===== src/rtl/core/cdwq_pkg.sv =====
package cdwq_pkg;

    localparam int unsigned SAMPLE_W = 16;   // scale_weight / sent_weight field width
    localparam int unsigned EVENT_W  = 3;
    localparam int unsigned S_DATA_W = 24;   // 1 + 1 + 16 = 18, padded to 3 bytes
    localparam int unsigned M_DATA_W = 24;   // 3 + 1 + 16 = 20, padded to 3 bytes

    typedef enum logic [EVENT_W-1:0] {
        EV_NONE      = 3'd0,
        EV_STEP      = 3'd1,
        EV_MOVED_FWD = 3'd2,
        EV_MOVED_BWD = 3'd3,
        EV_INVALID   = 3'd4
    } event_t;

    typedef enum logic [1:0] {
        DIR_EMPTY = 2'd0,
        DIR_FWD   = 2'd1,
        DIR_BWD   = 2'd2
    } dir_t;

    typedef enum logic [1:0] {
        EDGE_LFALL = 2'd0,
        EDGE_LRISE = 2'd1,
        EDGE_RFALL = 2'd2,
        EDGE_RRISE = 2'd3
    } edge_t;

    // live direction plus terminal outcome while walking the edges of one sample
    typedef struct packed {
        dir_t   dir;
        event_t term;
    } recog_t;

    function automatic edge_t fwd_expect(input logic [1:0] pos);
        edge_t e;
        unique case (pos)
            2'd1:    e = EDGE_RFALL;
            2'd2:    e = EDGE_LRISE;
            2'd3:    e = EDGE_RRISE;
            default: e = EDGE_LFALL;
        endcase
        return e;
    endfunction

    function automatic edge_t bwd_expect(input logic [1:0] pos);
        edge_t e;
        unique case (pos)
            2'd1:    e = EDGE_LFALL;
            2'd2:    e = EDGE_RRISE;
            2'd3:    e = EDGE_LRISE;
            default: e = EDGE_RFALL;
        endcase
        return e;
    endfunction

    function automatic recog_t take_edge(input recog_t cur, input edge_t e,
                                         input logic [1:0] pos);
        recog_t r;
        edge_t  exp_e;
        r = cur;
        exp_e = (cur.dir == DIR_FWD) ? fwd_expect(pos) : bwd_expect(pos);
        if (cur.term == EV_NONE) begin
            if (cur.dir == DIR_EMPTY) begin
                if (e == EDGE_LFALL) begin
                    r.dir = DIR_FWD;
                end else if (e == EDGE_RFALL) begin
                    r.dir = DIR_BWD;
                end else begin
                    r.term = EV_INVALID;
                end
            end else if (pos != 2'd0 && e == exp_e) begin
                if (pos == 2'd3) begin
                    r.term = (cur.dir == DIR_FWD) ? EV_MOVED_FWD : EV_MOVED_BWD;
                end
            end else begin
                r.term = EV_INVALID;
            end
        end
        return r;
    endfunction

endpackage


===== src/rtl/core/cdwq_recog.sv =====
module cdwq_recog
    import cdwq_pkg::*;
(
    input  logic   aclk,
    input  logic   aresetn,
    input  logic   step_en,
    input  logic   left_level,
    input  logic   right_level,
    output event_t event_res
);

    logic       left_prev_reg;
    logic       right_prev_reg;
    dir_t       dir_reg;
    logic [1:0] pos_reg;

    logic   l_edge;
    logic   r_edge;
    recog_t walk;
    recog_t walk_l;

    assign l_edge = left_level != left_prev_reg;
    assign r_edge = right_level != right_prev_reg;

    // left edge first, both edges see the same position
    always_comb begin
        walk_l = '{dir: dir_reg, term: EV_NONE};
        if (l_edge) begin
            walk_l = take_edge(walk_l, left_level ? EDGE_LRISE : EDGE_LFALL, pos_reg);
        end
        walk = walk_l;
        if (r_edge) begin
            walk = take_edge(walk_l, right_level ? EDGE_RRISE : EDGE_RFALL, pos_reg);
        end
        if (!(l_edge || r_edge)) begin
            event_res = EV_NONE;
        end else if (walk.term == EV_NONE) begin
            event_res = EV_STEP;
        end else begin
            event_res = walk.term;
        end
    end

    always_ff @(posedge aclk) begin
        if (!aresetn) begin
            left_prev_reg  <= 1'b1;
            right_prev_reg <= 1'b1;
            dir_reg        <= DIR_EMPTY;
            pos_reg        <= 2'd0;
        end else if (step_en) begin
            left_prev_reg  <= left_level;
            right_prev_reg <= right_level;
            if (l_edge || r_edge) begin
                if (walk.term == EV_NONE) begin
                    dir_reg <= walk.dir;
                    pos_reg <= pos_reg + 2'd1;
                end else begin
                    dir_reg <= DIR_EMPTY;
                    pos_reg <= 2'd0;
                end
            end
        end
    end

endmodule


===== src/rtl/core/cdwq_ring.sv =====
module cdwq_ring #(
    parameter int unsigned QUEUE_DEPTH = 3,
    parameter int unsigned WEIGHT_BITS = 16
) (
    input  logic                   aclk,
    input  logic                   aresetn,
    input  logic                   push,
    input  logic [WEIGHT_BITS-1:0] push_data,
    output logic                   evict_valid,
    output logic [WEIGHT_BITS-1:0] evict_data
);

    localparam int unsigned IDX_W = (QUEUE_DEPTH > 1) ? $clog2(QUEUE_DEPTH) : 1;
    localparam logic [IDX_W-1:0] LAST_IDX = IDX_W'(QUEUE_DEPTH - 1);

    logic [WEIGHT_BITS-1:0] mem [QUEUE_DEPTH];
    logic [IDX_W-1:0]       idx_reg;
    logic [IDX_W-1:0]       idx_next;
    logic [IDX_W-1:0]       rd_addr;
    logic                   full_reg;
    logic [WEIGHT_BITS-1:0] rd_reg;

    assign idx_next    = (idx_reg == LAST_IDX) ? '0 : idx_reg + IDX_W'(1);
    assign rd_addr     = push ? idx_next : idx_reg;
    assign evict_valid = push && full_reg;
    assign evict_data  = rd_reg;

    always_ff @(posedge aclk) begin
        if (!aresetn) begin
            idx_reg  <= '0;
            full_reg <= 1'b0;
        end else if (push) begin
            idx_reg <= idx_next;
            if (idx_reg == LAST_IDX) begin
                full_reg <= 1'b1;
            end
        end
    end

    // rd_reg always holds the entry at the write pointer (write-first on a hit)
    always_ff @(posedge aclk) begin
        if (push) begin
            mem[idx_reg] <= push_data;
        end
        if (push && rd_addr == idx_reg) begin
            rd_reg <= push_data;
        end else begin
            rd_reg <= mem[rd_addr];
        end
    end

endmodule


===== src/rtl/core/cargo_direction_weight_queue.sv =====
// Path: input register, then result register, from s_ transaction to m_tvalid.
// Throughput: one transaction per cycle unless m_tready holds the result register;
// one result per input, no stalls of its own; recogniser/ring step between registers.
// Reset: synchronous on aresetn low; sensor history idles high, recogniser empty,
// held weight zero, ring pointer and full flag cleared. Ring contents are not cleared.
module cargo_direction_weight_queue
    import cdwq_pkg::*;
#(
    parameter int unsigned QUEUE_DEPTH = 3,
    parameter int unsigned WEIGHT_BITS = 16
) (
    input  logic                aclk,
    input  logic                aresetn,
    // [0] left_level, [1] right_level, [17:2] scale_weight, [23:18] zero
    input  logic [S_DATA_W-1:0] s_tdata,
    input  logic                s_tvalid,
    output logic                s_tready,
    // [2:0] event_res, [3] sent_valid, [19:4] sent_weight, [23:20] zero
    output logic [M_DATA_W-1:0] m_tdata,
    output logic                m_tvalid,
    input  logic                m_tready
);

    // input stage
    logic                s1_valid_reg;
    logic                s1_left_reg;
    logic                s1_right_reg;
    logic [SAMPLE_W-1:0] s1_weight_reg;

    // result stage
    logic                m_valid_reg;
    logic [M_DATA_W-1:0] m_data_reg;

    logic                   advance;
    event_t                 event_res;
    logic [WEIGHT_BITS-1:0] held_weight_reg;
    logic [WEIGHT_BITS-1:0] sample_weight;
    logic                   push;
    logic                   sent_valid;
    logic [WEIGHT_BITS-1:0] evict_data;
    logic [SAMPLE_W-1:0]    sent_weight;
    logic [M_DATA_W-1:0]    m_data_next;

    // a transaction moves on when the result slot is empty or being drained
    assign advance  = s1_valid_reg && (!m_valid_reg || m_tready);
    assign s_tready = !s1_valid_reg || advance;

    always_ff @(posedge aclk) begin
        if (!aresetn) begin
            s1_valid_reg <= 1'b0;
        end else if (s_tready) begin
            s1_valid_reg <= s_tvalid;
        end
    end

    always_ff @(posedge aclk) begin
        if (s_tvalid && s_tready) begin
            s1_left_reg   <= s_tdata[0];
            s1_right_reg  <= s_tdata[1];
            s1_weight_reg <= s_tdata[SAMPLE_W+1:2];
        end
    end

    cdwq_recog u_recog (
        .aclk        (aclk),
        .aresetn     (aresetn),
        .step_en     (advance),
        .left_level  (s1_left_reg),
        .right_level (s1_right_reg),
        .event_res   (event_res)
    );

    // sign-extend or wrap the 16-bit sample into the held width
    assign sample_weight = WEIGHT_BITS'($signed(s1_weight_reg));

    // forward completion enqueues the previous load only if it is non-zero
    assign push = advance && (event_res == EV_MOVED_FWD) && (held_weight_reg != '0);

    always_ff @(posedge aclk) begin
        if (!aresetn) begin
            held_weight_reg <= '0;
        end else if (advance) begin
            case (event_res)
                EV_MOVED_FWD: held_weight_reg <= sample_weight;
                EV_MOVED_BWD: held_weight_reg <= '0;
                default:      held_weight_reg <= held_weight_reg;
            endcase
        end
    end

    cdwq_ring #(
        .QUEUE_DEPTH (QUEUE_DEPTH),
        .WEIGHT_BITS (WEIGHT_BITS)
    ) u_ring (
        .aclk        (aclk),
        .aresetn     (aresetn),
        .push        (push),
        .push_data   (held_weight_reg),
        .evict_valid (sent_valid),
        .evict_data  (evict_data)
    );

    // evicted weight back to 16 bits, zero when nothing leaves the ring
    assign sent_weight = sent_valid ? SAMPLE_W'($signed(evict_data)) : '0;
    assign m_data_next = M_DATA_W'({sent_weight, sent_valid, event_res});

    always_ff @(posedge aclk) begin
        if (!aresetn) begin
            m_valid_reg <= 1'b0;
        end else if (advance) begin
            m_valid_reg <= 1'b1;
        end else if (m_tready) begin
            m_valid_reg <= 1'b0;
        end
    end

    always_ff @(posedge aclk) begin
        if (advance) begin
            m_data_reg <= m_data_next;
        end
    end

    assign m_tvalid = m_valid_reg;
    assign m_tdata  = m_data_reg;

endmodule


===== config.mk =====
export PLATFORM = sky130hd
export DESIGN_NAME = cargo_direction_weight_queue
export DESIGN_NICKNAME = d
export VERILOG_FILES = /design/src/rtl/core/cdwq_pkg.sv /design/src/rtl/core/cdwq_recog.sv /design/src/rtl/core/cdwq_ring.sv /design/src/rtl/core/cargo_direction_weight_queue.sv
export SDC_FILE = /design/constraint.sdc
export NUM_CORES = 1
export LEC_CHECK = 0
export BUFFER_PORTS_ARGS = -buffer_cell sky130_fd_sc_hd__buf_2
export CAP_MARGIN = 0
export CORE_ASPECT_RATIO = 1.1
export CORE_MARGIN = 2
export CORE_UTILIZATION = 40
export DETAILED_ROUTE_END_ITERATION = 6
export REMOVE_ABC_BUFFERS = 1
export SLEW_MARGIN = 20
export SYNTH_ARGS = -nofsm -noshare
export SYNTH_HDL_FRONTEND = slang
export SYNTH_SLANG_ARGS = --single-unit

===== constraint.sdc =====
create_clock -name aclk -period 4.4 [get_ports aclk]
set_input_delay 0.22 -clock aclk [delete_from_list [all_inputs] [get_ports aclk]]
set_output_delay 0.22 -clock aclk [all_outputs]
set_load 0.005 [all_outputs]

# After elaboration in Yosys (flattened, before gate mapping)
# Memories as Yosys holds them, arrays and structs flattened. A register that Yosys moved wholly into a read port is not among the register bits.
# Index checks and enable logic that the tools add are counted.
[totals]
out_inout_bits = 26
n_memories = 1
elab_cells = 98
inputBits = 28
ramBits = 48
ff_bits = 65
[mem_list]
columns = ["name", "words", "width", "rd", "rd_clocked_by_memory_dff", "write_ports", "line_no", "text"]
rows = [
  ["u_ring.mem", 3, 16, 1, 1, 1, "cdwq_ring.sv:16", "logic [WEIGHT_BITS-1:0] mem [QUEUE_DEPTH];"],
]
[op_classes]
reduce_logical = 25
n_eq_ne = 14
n_addsub = 2
muxes = 42
[ops]
columns = ["cell", "n"]
rows = [
  ["two-way mux 3 bit", 12],
  ["two-way mux 2 bit", 16],
  ["case mux 16 bit (2 select lines)", 1],
  ["nonzero test 16 bit", 1],
  ["two-way mux 5 bit", 3],
  ["case mux 2 bit (3 select lines)", 2],
  ["== test 2 bit (second input constant)", 5],
  ["logical NOT 2 bit", 4],
  ["two-way mux 1 bit", 8],
  ["logical AND 1 bit", 7],
  ["== test 2 x 1 -> 1 bit (second input constant)", 3],
  ["== test 3 x 2 -> 1 bit (second input constant)", 2],
  ["logical NOT 3 bit", 2],
  ["AND reduction 2 bit", 3],
  ["nonzero test 2 bit", 3],
  ["adder 2 x 1 -> 2 bit (second input constant)", 2],
  ["== test 2 bit", 2],
  ["logical OR 1 bit", 3],
  ["logical NOT 1 bit", 2],
  ["!= test 1 bit", 2],
]

# Logic depth before layout (Yosys ltp)
# Gate-level depths: netlist of the first run.
[depth]
ltp_word = 25
mapped_depth = 11
depth_no_buf = 8

# Hierarchy
# From an unflattened synthesis of the first run, not the netlist that was laid out.
[hier_totals]
hier_cells = 387
area_unflattened_um2 = 5402.7
[modules_own_cells]
columns = ["mod", "area_each_um2", "cells_per_inst", "instances", "seq_area_each_um2"]
rows = [
  ["cdwq_ring", 2722.6, 172, 1, 1821.7],
  ["cargo_direction_weight_queue", 2132.0, 147, 1, 1501.4],
  ["cdwq_recog", 548.0, 68, 1, 120.1],
]

# Least setup slack after synthesis of the first run
# No wires, ideal clock.
[synth_timing]
path_type = "register to register"
from = "register u_recog.pos_reg[0]"
to = "memory u_ring.mem[2][0], enable pin"
n_path_buf = 2
required_ns = 4.012
arrival_ns = 2.718
setup_slack_ns = 1.294
setup_time_ns = 0.388
period_less_slack_ns = 3.106
path_stages_with_launch = 9
cell_sequence = "dfxtp_1 -> inv_1 -> ha_1 -> clkbuf_1 -> or3_1 -> o311ai_4 -> o2111ai_4 -> buf_6 -> nor3b_2"
[synth_via]
elab_chain_len = 22
elab_cells_between_ends = 36
classes_between = "6 x eq/ne; 23 x mux; 7 x reduce/logical"
[synth_lines]
columns = ["element", "line_no", "text"]
rows = [
  ["from (decl)", "cdwq_recog.sv:15", "logic [1:0] pos_reg;"],
  ["from (signal assigned)", "cdwq_recog.sv:56", "pos_reg <= pos_reg + 2'd1;"],
  ["== test 2 bit (tied with other cells)", "cdwq_pkg.sv:37, cdwq_pkg.sv:48, cdwq_pkg.sv:73", ""],
  ["case mux 2 bit (3 select lines) (on tied branches)", "cdwq_pkg.sv:48, cdwq_pkg.sv:37", ""],
  ["two-way mux 2 bit", "cdwq_recog.sv:28", "if (l_edge) begin"],
  ["two-way mux 2 bit", "cdwq_pkg.sv:62", "exp_e = (cur.dir == DIR_FWD) ? fwd_expect(pos) : bwd_expect(pos);"],
  ["== test 2 bit", "cdwq_pkg.sv:72", "end else if (pos != 2'd0 && e == exp_e) begin"],
  ["logical AND 1 bit", "cdwq_pkg.sv:72", ""],
  ["two-way mux 3 bit", "cdwq_pkg.sv:72", ""],
  ["two-way mux 3 bit", "cdwq_pkg.sv:64", "if (cur.dir == DIR_EMPTY) begin"],
  ["[5 not listed]", "-", ""],
  ["two-way mux 5 bit (*)", "cdwq_recog.sv:32", "if (r_edge) begin"],
  ["logical NOT 3 bit", "cdwq_recog.sv:37", "end else if (walk.term == EV_NONE) begin"],
  ["two-way mux 3 bit (*)", "cdwq_recog.sv:37", ""],
  ["two-way mux 3 bit (*)", "cdwq_recog.sv:35", "if (!(l_edge || r_edge)) begin"],
  ["== test 3 x 2 -> 1 bit (*)", "cargo_direction_weight_queue.sv:77", "assign push = advance && (event_res == EV_MOVED_FWD) && (held_weight_reg != '0);"],
  ["logical AND 1 bit (*) (2 in series)", "cargo_direction_weight_queue.sv:77", ""],
  ["two-way mux 1 bit (*)", "cdwq_ring.sv:42", "if (push) begin"],
  ["two-way mux 1 bit (implied by the code) (*)", "cdwq_ring.sv:43", "mem[idx_reg] <= push_data;"],
  ["to (decl)", "cdwq_ring.sv:16", ""],
]
# Every way passes the cells marked *; elsewhere a longest branch is shown, timed or not. The select of a mux whose other input is x is not followed.

# Worst setup path in the final report of the first run
[layout_timing]
from = "register u_recog.pos_reg[0]"
to = "register u_ring.rd_reg[14], in the netlist u_ring.evict_data[14] (read register of u_ring.mem)"
[layout_via]
elab_chain_len = 21
elab_cells_between_ends = 35
classes_between = "6 x eq/ne; 22 x mux; 7 x reduce/logical"
[layout_lines]
columns = ["element", "line_no", "text"]
rows = [
  ["== test 2 bit (tied with other cells)", "cdwq_pkg.sv:37, cdwq_pkg.sv:48, cdwq_pkg.sv:73", ""],
  ["case mux 2 bit (3 select lines) (on tied branches)", "cdwq_pkg.sv:48, cdwq_pkg.sv:37", ""],
  ["two-way mux 2 bit", "cdwq_recog.sv:28", ""],
  ["two-way mux 2 bit", "cdwq_pkg.sv:62", ""],
  ["== test 2 bit", "cdwq_pkg.sv:72", ""],
  ["logical AND 1 bit", "cdwq_pkg.sv:72", ""],
  ["two-way mux 3 bit", "cdwq_pkg.sv:72", ""],
  ["two-way mux 3 bit", "cdwq_pkg.sv:64", ""],
  ["[4 not listed]", "-", ""],
  ["two-way mux 5 bit", "cdwq_pkg.sv:63", "if (cur.term == EV_NONE) begin"],
  ["two-way mux 5 bit (*)", "cdwq_recog.sv:32", ""],
  ["logical NOT 3 bit", "cdwq_recog.sv:37", ""],
  ["two-way mux 3 bit (*)", "cdwq_recog.sv:37", ""],
  ["two-way mux 3 bit (*)", "cdwq_recog.sv:35", ""],
  ["== test 3 x 2 -> 1 bit (*)", "cargo_direction_weight_queue.sv:77", ""],
  ["logical AND 1 bit (*) (2 in series)", "cargo_direction_weight_queue.sv:77", ""],
  ["two-way mux 2 bit (*)", "cdwq_ring.sv:24", "assign rd_addr = push ? idx_next : idx_reg;"],
  ["to (decl)", "cdwq_ring.sv:21", "logic [WEIGHT_BITS-1:0] rd_reg;"],
]
# Marked as above.
# A chain may end at the register's enable or synchronous reset.

==> metrics, run 1 <==
via/cell ratio 5.18; Hold Slack 0.0391 ns; number of detailed-route iterations in the first pass 5; share of cells above drive strength 1 19.0%; Worst Max-Slew Pin Slew 0.924 ns; Worst Hold Class in2reg; Die Y 127 um; skew final 0.0200 ns; max reg flops 48; CP max stage cell o311ai_4; CTS Sinks 129; Worst setup SP type register; hold path depth 3; RePlAce Congestion 0.809; Worst Reg-to-Reg Cells 8; count leader, synth edfxtp_1; CTS tree done; combinational share of power 3.7%; Nets 562; pwr/cell area 425 nW/um^2; CTS max path bufs 2; max incr delay on CP 0.48 ns; final setup vio count 0; Peak VDD IR 255 uV; vias 3786; Setup Buffers After CTS 0; fin area 6740 sq um; Max Slew Vio Count 0; Tcrit/Tclk final 74.4%; sequential-to-total area share from yosys stat 62.1%; largest register by flop count u_ring.mem; WP data arrival 3.56 ns; first-pass GRT wire length 18200 um; hpwl dp 7220 um; vias in the first global route 3657; WP data required 4.68 ns; Clock power frac 50.2%; Most used DFF post-synth edfxtp_1; Avg Cell Area, Syn 11.8 sq um; drt first-iter violations 226; Core Box Area 13700 sq um; Num CTS Buffers 17; DP Area 5940 sq um; Syn. warnings 0; Port Buffers 43; Area growth, synth to finish 21.6%; clock latency on the worst-skew pair 0.41 ns; wirelength, routed 11300 um; Peak Freq 305 MHz; antenna cell count 0; Antenna Nets Post-Route 0; initial antenna violation count 0; Worst Path Max Fanout 27; hold_buf cts 18; initial core utilization 40.5%; Synth area leaders edfxtp_1 (47%), dfxtp_1 (16%), nor2_1 (4.7%), mux2i_1 (3.1%), o21a_1 (2.7%); crit path time final 3.27 ns; all-layer global routing usage 16.1%; row cnt 45; number of flops mapped to enable cells by yosys 86; number of synthesized register bits 129; Post-synth ARST share 0%; drt wl/cell 15.4 um; I/O pins 54; crit path capture type register; post-synthesis cell count 468; leak pwr 2.59 nW; Worst Setup Path Type reg2reg; RSZ-0062 raised after global routing false; Flop pwr share 46.1%; remaining global-route overflow 0; Die X 116 um; CTS resizes 0; # Max-Cap Violations 0; Switch Pwr 0.560 mW; H-tree Lvls 4; Final Hold Violating Endpoints 0; synth unique cells 54; DRC errors left 0; outcome complete, no violations; CTS root buf clkbuf_16; crit-path cells inv_1 -> ha_1 -> or3_1 -> o311ai_4 -> o2111ai_4 -> buf_4 -> mux2i_1 -> a211oi_1; synth cell count leaders edfxtp_1 (86), nor2_1 (70), dfxtp_1 (43), a21oi_1 (26), nand2_1 (21); Worst slew margin 38.3%; internal power 2.30 mW; top-area cell type share of the netlist area 46.6%; switch share 19.6%; Setup TNS 0 ns; Mapped Area 5540 sq um; largest net degree at the start of global routing 33; die area 14800 sq um; leading area contributor after synthesis edfxtp_1; CTS clk-pin slew, worst paths 0.06 ns
logic make-up after synthesis:
kind of cell             synth area share, %
XOR/XNOR                               0.791
AND/OR/NAND/NOR                         15.1
AO/OA/AOI/OAI                           14.5
other                                 0.0677
flip-flops                              62.2
adder cells (fa/ha/maj)                0.903
buffers and inverters                   3.41
multiplexers                            3.07
power by group through the flow:
stage	registers, mW	clock network (mW)	logic (mW)
3_3_place_gp	1.34	0	0.0928
5_1_grt	1.32	1.52	0.117
6_report	1.32	1.44	0.106
3_5_place_dp	1.34	0	0.0923
2_1_floorplan	1.34	0	0.0563
4_1_cts	1.32	1.46	0.105
worst paths after layout:
path                                         start                          endpoint  slack [ns]
setup / recovery   u_recog.pos_reg[0]$_SDFFE_PN0P_     u_ring.evict_data[14]$_DFF_P_        1.13
hold / removal                            s_tvalid         s1_valid_reg$_SDFFE_PN0N_        0.04
setup reg to reg   u_recog.pos_reg[0]$_SDFFE_PN0P_     u_ring.evict_data[14]$_DFF_P_        1.13
hold reg to reg   held_weight_reg[14]$_SDFFE_PN0P_  held_weight_reg[14]$_SDFFE_PN0P_        0.50
final cells by class:
| type | count | area (sq um) |
|---|---|---|
| inverter | 9 | 33.8 |
| tap | 188 | 235 |
| multi-input combinational | 301 | 1930 |
| fill | 1171 | 6950 |
| clock inverter | 9 | 130 |
| timing repair buffer | 72 | 478 |
| clock buffer | 23 | 488 |
| sequential | 129 | 3440 |
stage by stage:
stage / setup slack, ns / std cells / power [mW] / util (%)
after floorplan: 0.927 / 439 / 1.40 / -
after global placement: 1.24 / 681 / 1.44 / 43.4
after detailed placement: 1.16 / 681 / 1.43 / 43.4
after CTS: 1.15 / 731 / 2.89 / 49.2
after global routing: 0.939 / 731 / 2.96 / 49.2
final: 1.13 / 731 / 2.86 / 49.2
worst max-delay path, delay by kind of cell (launching register included):
family	cells	cell delay, ns
AO/OA/AOI/OAI	3	1.31
buffers and inverters	2	0.54
AND/OR/NAND/NOR	1	0.42
flip-flops	1	0.38
adder cells (fa/ha/maj)	1	0.32
multiplexers	1	0.15
cell usage in the layout (no fill, tap or decap), drive strengths merged, types with 4 or more instances in the layout:
cell / n
a21oi: 26
o21a: 20
dlygate4sd3: 18
o211ai: 4
nor2b: 5
nand3: 7
and3: 17
nand4: 20
a211oi: 19
conb: 4
nand2: 21
nor2: 71
nor4: 5
and2: 5
edfxtp: 86
inv: 9
clkbuf: 23
mux2i: 17
nand2b: 5
dfxtp: 43
buf: 54
o21ai: 5
ha: 4
o21ba: 16
layer usage:
layer / wire (um) / share of wire (%) / global-route usage [%]
met4: 188 / 1.7 / 6.58
met2: 5710 / 51 / 27.5
met1: 4940 / 44 / 19.7
met3: 426 / 3.8 / 3.51
met5: 0 / 0 / 0
Note: power is estimated with default switching activity, not from simulation.
==> run 2: changes to the inputs <==
--- a/config.mk
+++ b/config.mk
@@ -5,6 +5,7 @@
 export SDC_FILE = /design/constraint.sdc
 export NUM_CORES = 1
 export LEC_CHECK = 0
+export ABC_AREA = 1
 export BUFFER_PORTS_ARGS = -buffer_cell sky130_fd_sc_hd__buf_2
 export CAP_MARGIN = 0
 export CORE_ASPECT_RATIO = 1.1
==> constraint.sdc (replaced) <==
create_clock -name aclk -period 2.8 [get_ports aclk]
set_input_delay 0.14 -clock aclk [delete_from_list [all_inputs] [get_ports aclk]]
set_output_delay 0.14 -clock aclk [all_outputs]
set_load 0.005 [all_outputs]
==> run 2 against run 1 <==
  * Core utilization increased by 0.83 points
  * Count of clock-buffer cells in the layout is 5 lower
  * Sequential cell count is the same
  * Via count shrank 18%
  * Critical endpoint is now u_ring.mem[1][2]$_DFFE_PP_
  * First-iteration DRC count decreased by 58%
  * Design area is 6.8% lower
  * Global-route usage is 2.5 points lower
  * Clock skew is 0.011 ns lower
  * Critical path depth up 7
  * Die area down 7.9%
==> metrics, run 2 <==
outcome complete, no violations; largest net degree at the start of global routing 22 (-33%); crit path time final 2.61 ns (-0.661 ns); Post-synth ARST share 0% (unchanged); Worst Reg-to-Reg Cells 15 (+7); Final Non-Filler Cells 708 (-3.1%); Final Hold Violating Endpoints 0 (unchanged); final setup vio count 0 (unchanged); Worst Path Max Fanout 9 (-67%); all-layer global routing usage 13.6% (-2.5 points); Port Buffers 43 (unchanged); Most used DFF post-synth edfxtp_1; most frequent cells in the layout nand2_1 (103), edfxtp_1 (86), inv_1 (71); remaining global-route overflow 0 (unchanged); post-synthesis cell count 462 (-1.3%); count leader, synth nand2_1; hold path depth 3 (unchanged); Min-Delay Endpoint s1_valid_reg$_SDFFE_PN0N_; via/cell ratio 4.40 (-15%); drt wl/cell 11.9 um (-23%); CTS clk-pin slew, worst paths 0.06 ns (about the same); vias 3116 (-18%); reg-to-reg slack, setup 0.19 ns (-0.94 ns); Nets 570 (+1.4%); r2r endpoint u_ring.mem[1][2]$_DFFE_PP_; Setup WS post-layout 0.188 ns (-0.939 ns); Tcrit/Tclk final 93.3% (+19 points); DRC errors left 0 (unchanged); Die X 112 um (-4.0%); CTS tree done; clock latency on the worst-skew pair 0.41 ns (about the same); number of synthesized register bits 129 (unchanged); CTS Sinks 129 (unchanged); share of cells above drive strength 1 21.8% (+2.8 points); largest register by flop count u_ring.mem; I/O pins 54 (unchanged); Worst setup SP type register; WP data required 2.92 ns (-1.76 ns); Num CTS Buffers 17 (unchanged); # Max-Cap Violations 0 (unchanged); crit path capture type register; wirelength, routed 8420 um (-25%); Synth area leaders edfxtp_1 (51%), dfxtp_1 (17%), nand2_1 (7.6%), inv_1 (5.2%), nor2_1 (2.7%); dpl ws 0.138 ns (-1.02 ns); min-delay src s_tvalid; Peak VDD IR 463 uV (+81%); Multi-input gate area 1270 sq um (-34%); most common cell after layout, fill and taps aside nand2_1; number of flops mapped to enable cells by yosys 86 (unchanged); Core Box Area 12500 sq um (-8.4%); Mapped Area 5090 sq um (-8.1%); Worst Setup Path Type reg2reg; sequential-to-total area share from yosys stat 67.6% (+5.5 points); CTS max path bufs 2 (unchanged); skew final 0.00934 ns (-0.0107 ns); initial core utilization 40.6% (+0.11 points); hpwl dp 5560 um (-23%); synth cell count leaders nand2_1 (103), edfxtp_1 (86), inv_1 (71), dfxtp_1 (43), nor2_1 (37); row cnt 43 (-4.4%); synth unique cells 37 (-31%); worst r2r src u_recog.pos_reg[1]$_SDFFE_PN0P_; Antenna Nets Post-Route 0 (unchanged); vias in the first global route 3106 (-15%); RePlAce Congestion 0.766 (-5.3%); leading area contributor after synthesis edfxtp_1; die area 13600 sq um (-7.9%); Die Y 122 um (-4.0%); Syn. warnings 0 (unchanged); first-pass GRT wire length 14400 um (-21%); H-tree Lvls 4 (unchanged); max reg flops 48 (unchanged); top-area cell type share of the netlist area 50.7% (+4.1 points); Setup Buffers After CTS 0 (unchanged); pwr/cell area 697 nW/um^2 (+64%); Peak Freq 383 MHz (+25%); antenna cell count 0 (unchanged); CTS root buf clkbuf_16; Worst slew margin 46.8% (+8.4 points); Storage cell area 3440 sq um (about the same); drt first-iter violations 94 (-58%); cell count after placement 657 (-3.5%); fillcell total 1147 (-2.0%); Worst Max-Slew Pin Slew 0.798 ns (-0.126 ns); Area growth, synth to finish 23.3%; WP data arrival 2.73 ns (-0.83 ns); Avg Cell Area, Syn 11.0 sq um (-6.9%); Max Slew Vio Count 0 (unchanged); initial antenna violation count 0 (unchanged); Worst Hold Class in2reg; number of detailed-route iterations in the first pass 4 (-1); leak pwr 2.56 nW (-1.3%)
[run 2: cell count changes in the layout (fill, tap and decap cells not counted), sizes merged, moves of 16 or more]
cell    before  now
inv          9   81
nor2        71   41
o21ba       16    0
o21a        20    1
mux2i       17    0
a211oi      19    0
and3        17    0
nand2       21  110
nand4       20    4
nand3        7   39
[run 2: report_power, final]
| group | switching [mW] | internal (mW) |
|---|---|---|
| Sequential | 0.0114 | 2.05 |
| Clock | 0.818 | 1.34 |
| Combinational | 0.0849 | 0.0612 |
| Total | 0.914 | 3.46 |
[run 2: worst max-delay path: stages (launching register included)]
cell and delay, ns:
dfxtp_1 0.37, inv_1 0.08, ha_1 0.18, or2_1 0.25
o21ai_2 0.13, nand3_2 0.12, nand2_2 0.12, nand2_2 0.07
nor2_2 0.16, nand3_2 0.11, nand2_4 0.11, nand3_4 0.11
inv_1 0.09, nand2_1 0.09, nor2_2 0.15, buf_6 0.17
[run 2: how the worst max path moves through the flow]
stage | start | to | slack, ns | cells past startpoint
finish | u_recog.pos_reg[1]$_SDFFE_PN0P_ | u_ring.mem[1][2]$_DFFE_PP_ | 0.19 | 15
global route | u_recog.pos_reg[0]$_SDFFE_PN0P_ | u_ring.mem[1][2]$_DFFE_PP_ | -0.02 | 18
CTS | u_recog.pos_reg[1]$_SDFFE_PN0P_ | u_ring.mem[1][2]$_DFFE_PP_ | 0.13 | 15
detailed placement | u_recog.pos_reg[1]$_SDFFE_PN0P_ | u_ring.mem[1][10]$_DFFE_PP_ | 0.14 | 15
global placement | u_recog.pos_reg[0]$_SDFFE_PN0P_ | u_ring.mem[0][10]$_DFFE_PP_ | 0.23 | 18
floorplan | u_recog.pos_reg[0]$_SDFFE_PN0P_ | u_ring.mem[0][0]$_DFFE_PP_ | -0.06 | 17
[run 2: timing repair]
action                     4_1_cts  5_1_grt
hold buffers                    19        0
resized for setup                0        8
setup endpoints to repair        0       66
hold endpoints to repair        20        0
[run 2: per-stage QoR]
| step | instance area, sq um | hold slack [ns] | setup TNS [ns] | utilization [%] | power (mW) |
|---|---|---|---|---|---|
| 6_report | 6270 | 0.0151 | 0 | 50.1 | 4.37 |
| 5_1_grt | 6270 | 0.0376 | -0.403 | 50.1 | 4.53 |
| 4_1_cts | 6250 | 0.0118 | 0 | 49.8 | 4.42 |
| 3_5_place_dp | 5460 | 0.318 | 0 | 43.6 | 2.23 |
| 3_3_place_gp | 5460 | 0.317 | 0 | 43.6 | 2.23 |
| 2_1_floorplan | 4990 | 0.239 | -2.02 | - | 2.18 |
[run 2: cell type report]
cell class	count	area share, %
flip-flops and latches	129	54.9
multi-input cells	245	20.3
repair buffers	68	7.56
clock buffers	18	7.00
inverters	77	4.69
well taps	157	3.13
clock inverters	14	2.47
[run 2: kinds of logic (layout without fill, tap and decap cells)]
group / Yosys count / count (layout) / synth area share [%]
xor gates and xnor gates: 1 / 1 / 0.172
and+or+nand+nor: 202 / 202 / 19.4
adders and majority gates: 4 / 4 / 0.983
buffers and inverters: 91 / 177 / 7.87
DFF: 129 / 129 / 67.7
AOI/OAI and AO/OA: 34 / 34 / 3.83
other: 1 / 4 / 0.0737
[run 2: routing by layer]
metal / share of wire, % / global-route usage, % / vias to the layer above / wire, um
li1: - / - / 1649 / -
met1: 43 / 15.6 / 1387 / 3650
met2: 50 / 23.6 / 68 / 4240
met3: 4.6 / 4.89 / 12 / 386
met4: 1.7 / 5.32 / 0 / 146
met5: 0 / 0 / - / 0
==> run 3: changes to the inputs <==
--- a/config.mk
+++ b/config.mk
@@ -11,6 +11,7 @@
 export CORE_ASPECT_RATIO = 1.1
 export CORE_MARGIN = 2
 export CORE_UTILIZATION = 40
+export CTS_BUF_LIST = sky130_fd_sc_hd__clkbuf_2
 export DETAILED_ROUTE_END_ITERATION = 6
 export REMOVE_ABC_BUFFERS = 1
 export SLEW_MARGIN = 20
==> run 3 against run 2 <==
  * Clock skew rose by 0.022 ns
  * Sequential cell count unchanged
  * Sequential share of layout area up 3.2 points
  * Routed wire length decreased by 0.53%
  * Worst hold slack better by 0.14 ns
==> metrics, run 3 (synthesis gave the netlist of run 2 again) <==
Setup TNS 0 ns (unchanged); Nets 572 (+0.35%); Die Y 122 um (unchanged); share of cells above drive strength 1 21.2% (-0.62 points); WP data arrival 3.01 ns (+0.28 ns); CTS clk-pin slew, worst paths 0.20 ns (+0.14 ns); Port Buffers 43 (unchanged); Worst Max-Slew Pin Slew 0.798 ns (-0.000112 ns); Worst Hold Class in2reg; via/cell ratio 4.41 (+0.20%); # Max-Cap Violations 0 (unchanged); CTS max path bufs 2 (unchanged); fillcell total 1190 (+3.7%); vias in the first global route 3111 (+0.16%); WP data required 3.18 ns (+0.26 ns); most common cell after layout, fill and taps aside nand2_1; outcome complete, no violations; Area growth, synth to finish 16.5%; cell count after placement 657 (unchanged); Max Slew Vio Count 0 (unchanged); first-pass GRT wire length 14300 um (-0.58%); final setup vio count 0 (unchanged); CP top delay family simple AND/OR/NAND/NOR gates; Peak VDD IR 313 uV (-32%); Core Box Area 12500 sq um (unchanged); clock latency on the worst-skew pair 0.67 ns (+0.26 ns); worst path bufs/invs 3 (unchanged); most frequent cells in the layout nand2_1 (103), edfxtp_1 (86), inv_1 (71); skew final 0.0313 ns (+0.0220 ns); RSZ-0062 raised after global routing true; pwr/cell area 563 nW/um^2 (-19%); Final Hold Violating Endpoints 0 (unchanged); drt wl/cell 11.8 um (-0.81%); CTS Sinks 129 (unchanged); vias 3131 (+0.48%); number of detailed-route iterations in the first pass 4 (unchanged); Setup Buffers After CTS 0 (unchanged); DRC errors left 0 (unchanged); Final Non-Filler Cells 710 (+0.28%); initial core utilization 40.6% (unchanged); crit path time final 2.63 ns (+0.0157 ns); max reg flops 48 (unchanged); max incr delay on CP 0.41 ns (+0.04 ns); leak pwr 2.42 nW (-5.4%); largest register by flop count u_ring.mem; crit path capture type register; row cnt 43 (unchanged); Num CTS Buffers 17 (unchanged); Peak Freq 381 MHz (-0.60%); remaining global-route overflow 0 (unchanged); Die X 112 um (unchanged); drt first-iter violations 109 (+16%); Worst slew margin 46.8% (about the same); wirelength, routed 8370 um (-0.53%); CTS tree done; CP max stage cell dfxtp_1; Worst Setup Path Type reg2reg; Antenna Nets Post-Route 0 (unchanged); largest net degree at the start of global routing 22 (unchanged); crit-path cells inv_1 -> ha_1 -> or2_1 -> o21ai_2 -> nand3_2 -> nand2_2 -> nand2_2 -> nor2_2 -> nand3_2 -> nand2_4 -> nand3_4 -> inv_1 -> nand2_1 -> nor2_1 -> buf_4; RePlAce Congestion 0.766 (unchanged); Worst setup SP type register; antenna cell count 0 (unchanged); hpwl dp 5560 um (unchanged); all-layer global routing usage 13.6% (-0.066 points); Worst Path Max Fanout 7 (-2); die area 13600 sq um (unchanged); I/O pins 54 (unchanged); Tcrit/Tclk final 93.9% (+0.56 points); H-tree Lvls 4 (unchanged); CTS root buf clkbuf_2; initial antenna violation count 0 (unchanged)
-- run 3: per-stage QoR --
step | setup slack (ns) | util [%] | cell area [sq um] | power [mW] | hold WS [ns]
2_1_floorplan | -0.0630 | - | 4990 | 2.18 | 0.239
3_3_place_gp | 0.234 | 43.6 | 5460 | 2.23 | 0.317
3_5_place_dp | 0.138 | 43.6 | 5460 | 2.23 | 0.318
4_1_cts | 0.130 | 47.2 | 5920 | 3.38 | 0.0764
5_1_grt | -0.0277 | 47.3 | 5930 | 3.49 | 0.0350
6_report | 0.172 | 47.3 | 5930 | 3.34 | 0.155
-- run 3: routing by layer --
layer	part of all wire, %	up-vias	global-route usage (%)
met1	43	1399	15.4
met3	4.3	14	4.89
met5	0	-	0
li1	-	1648	-
met2	51	70	23.4
met4	1.7	0	5.56
-- run 3: repair_timing --
action	in CTS	in global routing
hold buffers	21	0
gates resized for setup	0	4
setup endpoints to repair	0	65
endpoints found under the hold margin	26	0
-- run 3: cell type report --
type,count,area [sq um],share of cell area [%]
flip-flops and latches,129,3440,58.1
well taps,157,196,3.31
clock buffers,17,85.1,1.43
multi-input cells,245,1270,21.3
clock inverters,15,159,2.68
repair buffers,70,487,8.21
inverters,77,294,4.96
-- run 3: worst reg2reg max path, stage by stage (launching register included) --
cell and delay (ns):
dfxtp_1 0.41, inv_1 0.08, ha_1 0.18, or2_1 0.25, o21ai_2 0.13, nand3_2 0.12
nand2_2 0.11, nand2_2 0.08, nor2_2 0.15, nand3_2 0.10, nand2_4 0.11, nand3_4 0.11
inv_1 0.09, nand2_1 0.07, nor2_1 0.17, buf_4 0.20
-- run 3: power breakdown --
part / switching (mW) / total (mW) / internal, mW
registers: 0.0116 / 2.06 / 2.05
clock network: 0.711 / 1.13 / 0.417
logic: 0.0851 / 0.148 / 0.0630
total: 0.808 / 3.34 / 2.53
-- run 3: final timing paths --
path | start | to | slack (ns) | cells past startpoint
max | u_recog.pos_reg[1]$_SDFFE_PN0P_ | u_ring.mem[0][0]$_DFFE_PP_ | 0.17 | 15
min | s_tdata[9] | s1_weight_reg[7]$_DFFE_PP_ | 0.16 | 2
max reg2reg | u_recog.pos_reg[1]$_SDFFE_PN0P_ | u_ring.mem[0][0]$_DFFE_PP_ | 0.17 | 15
min reg2reg | u_ring.mem[2][6]$_DFFE_PP_ | u_ring.evict_data[6]$_DFF_P_ | 0.44 | 2
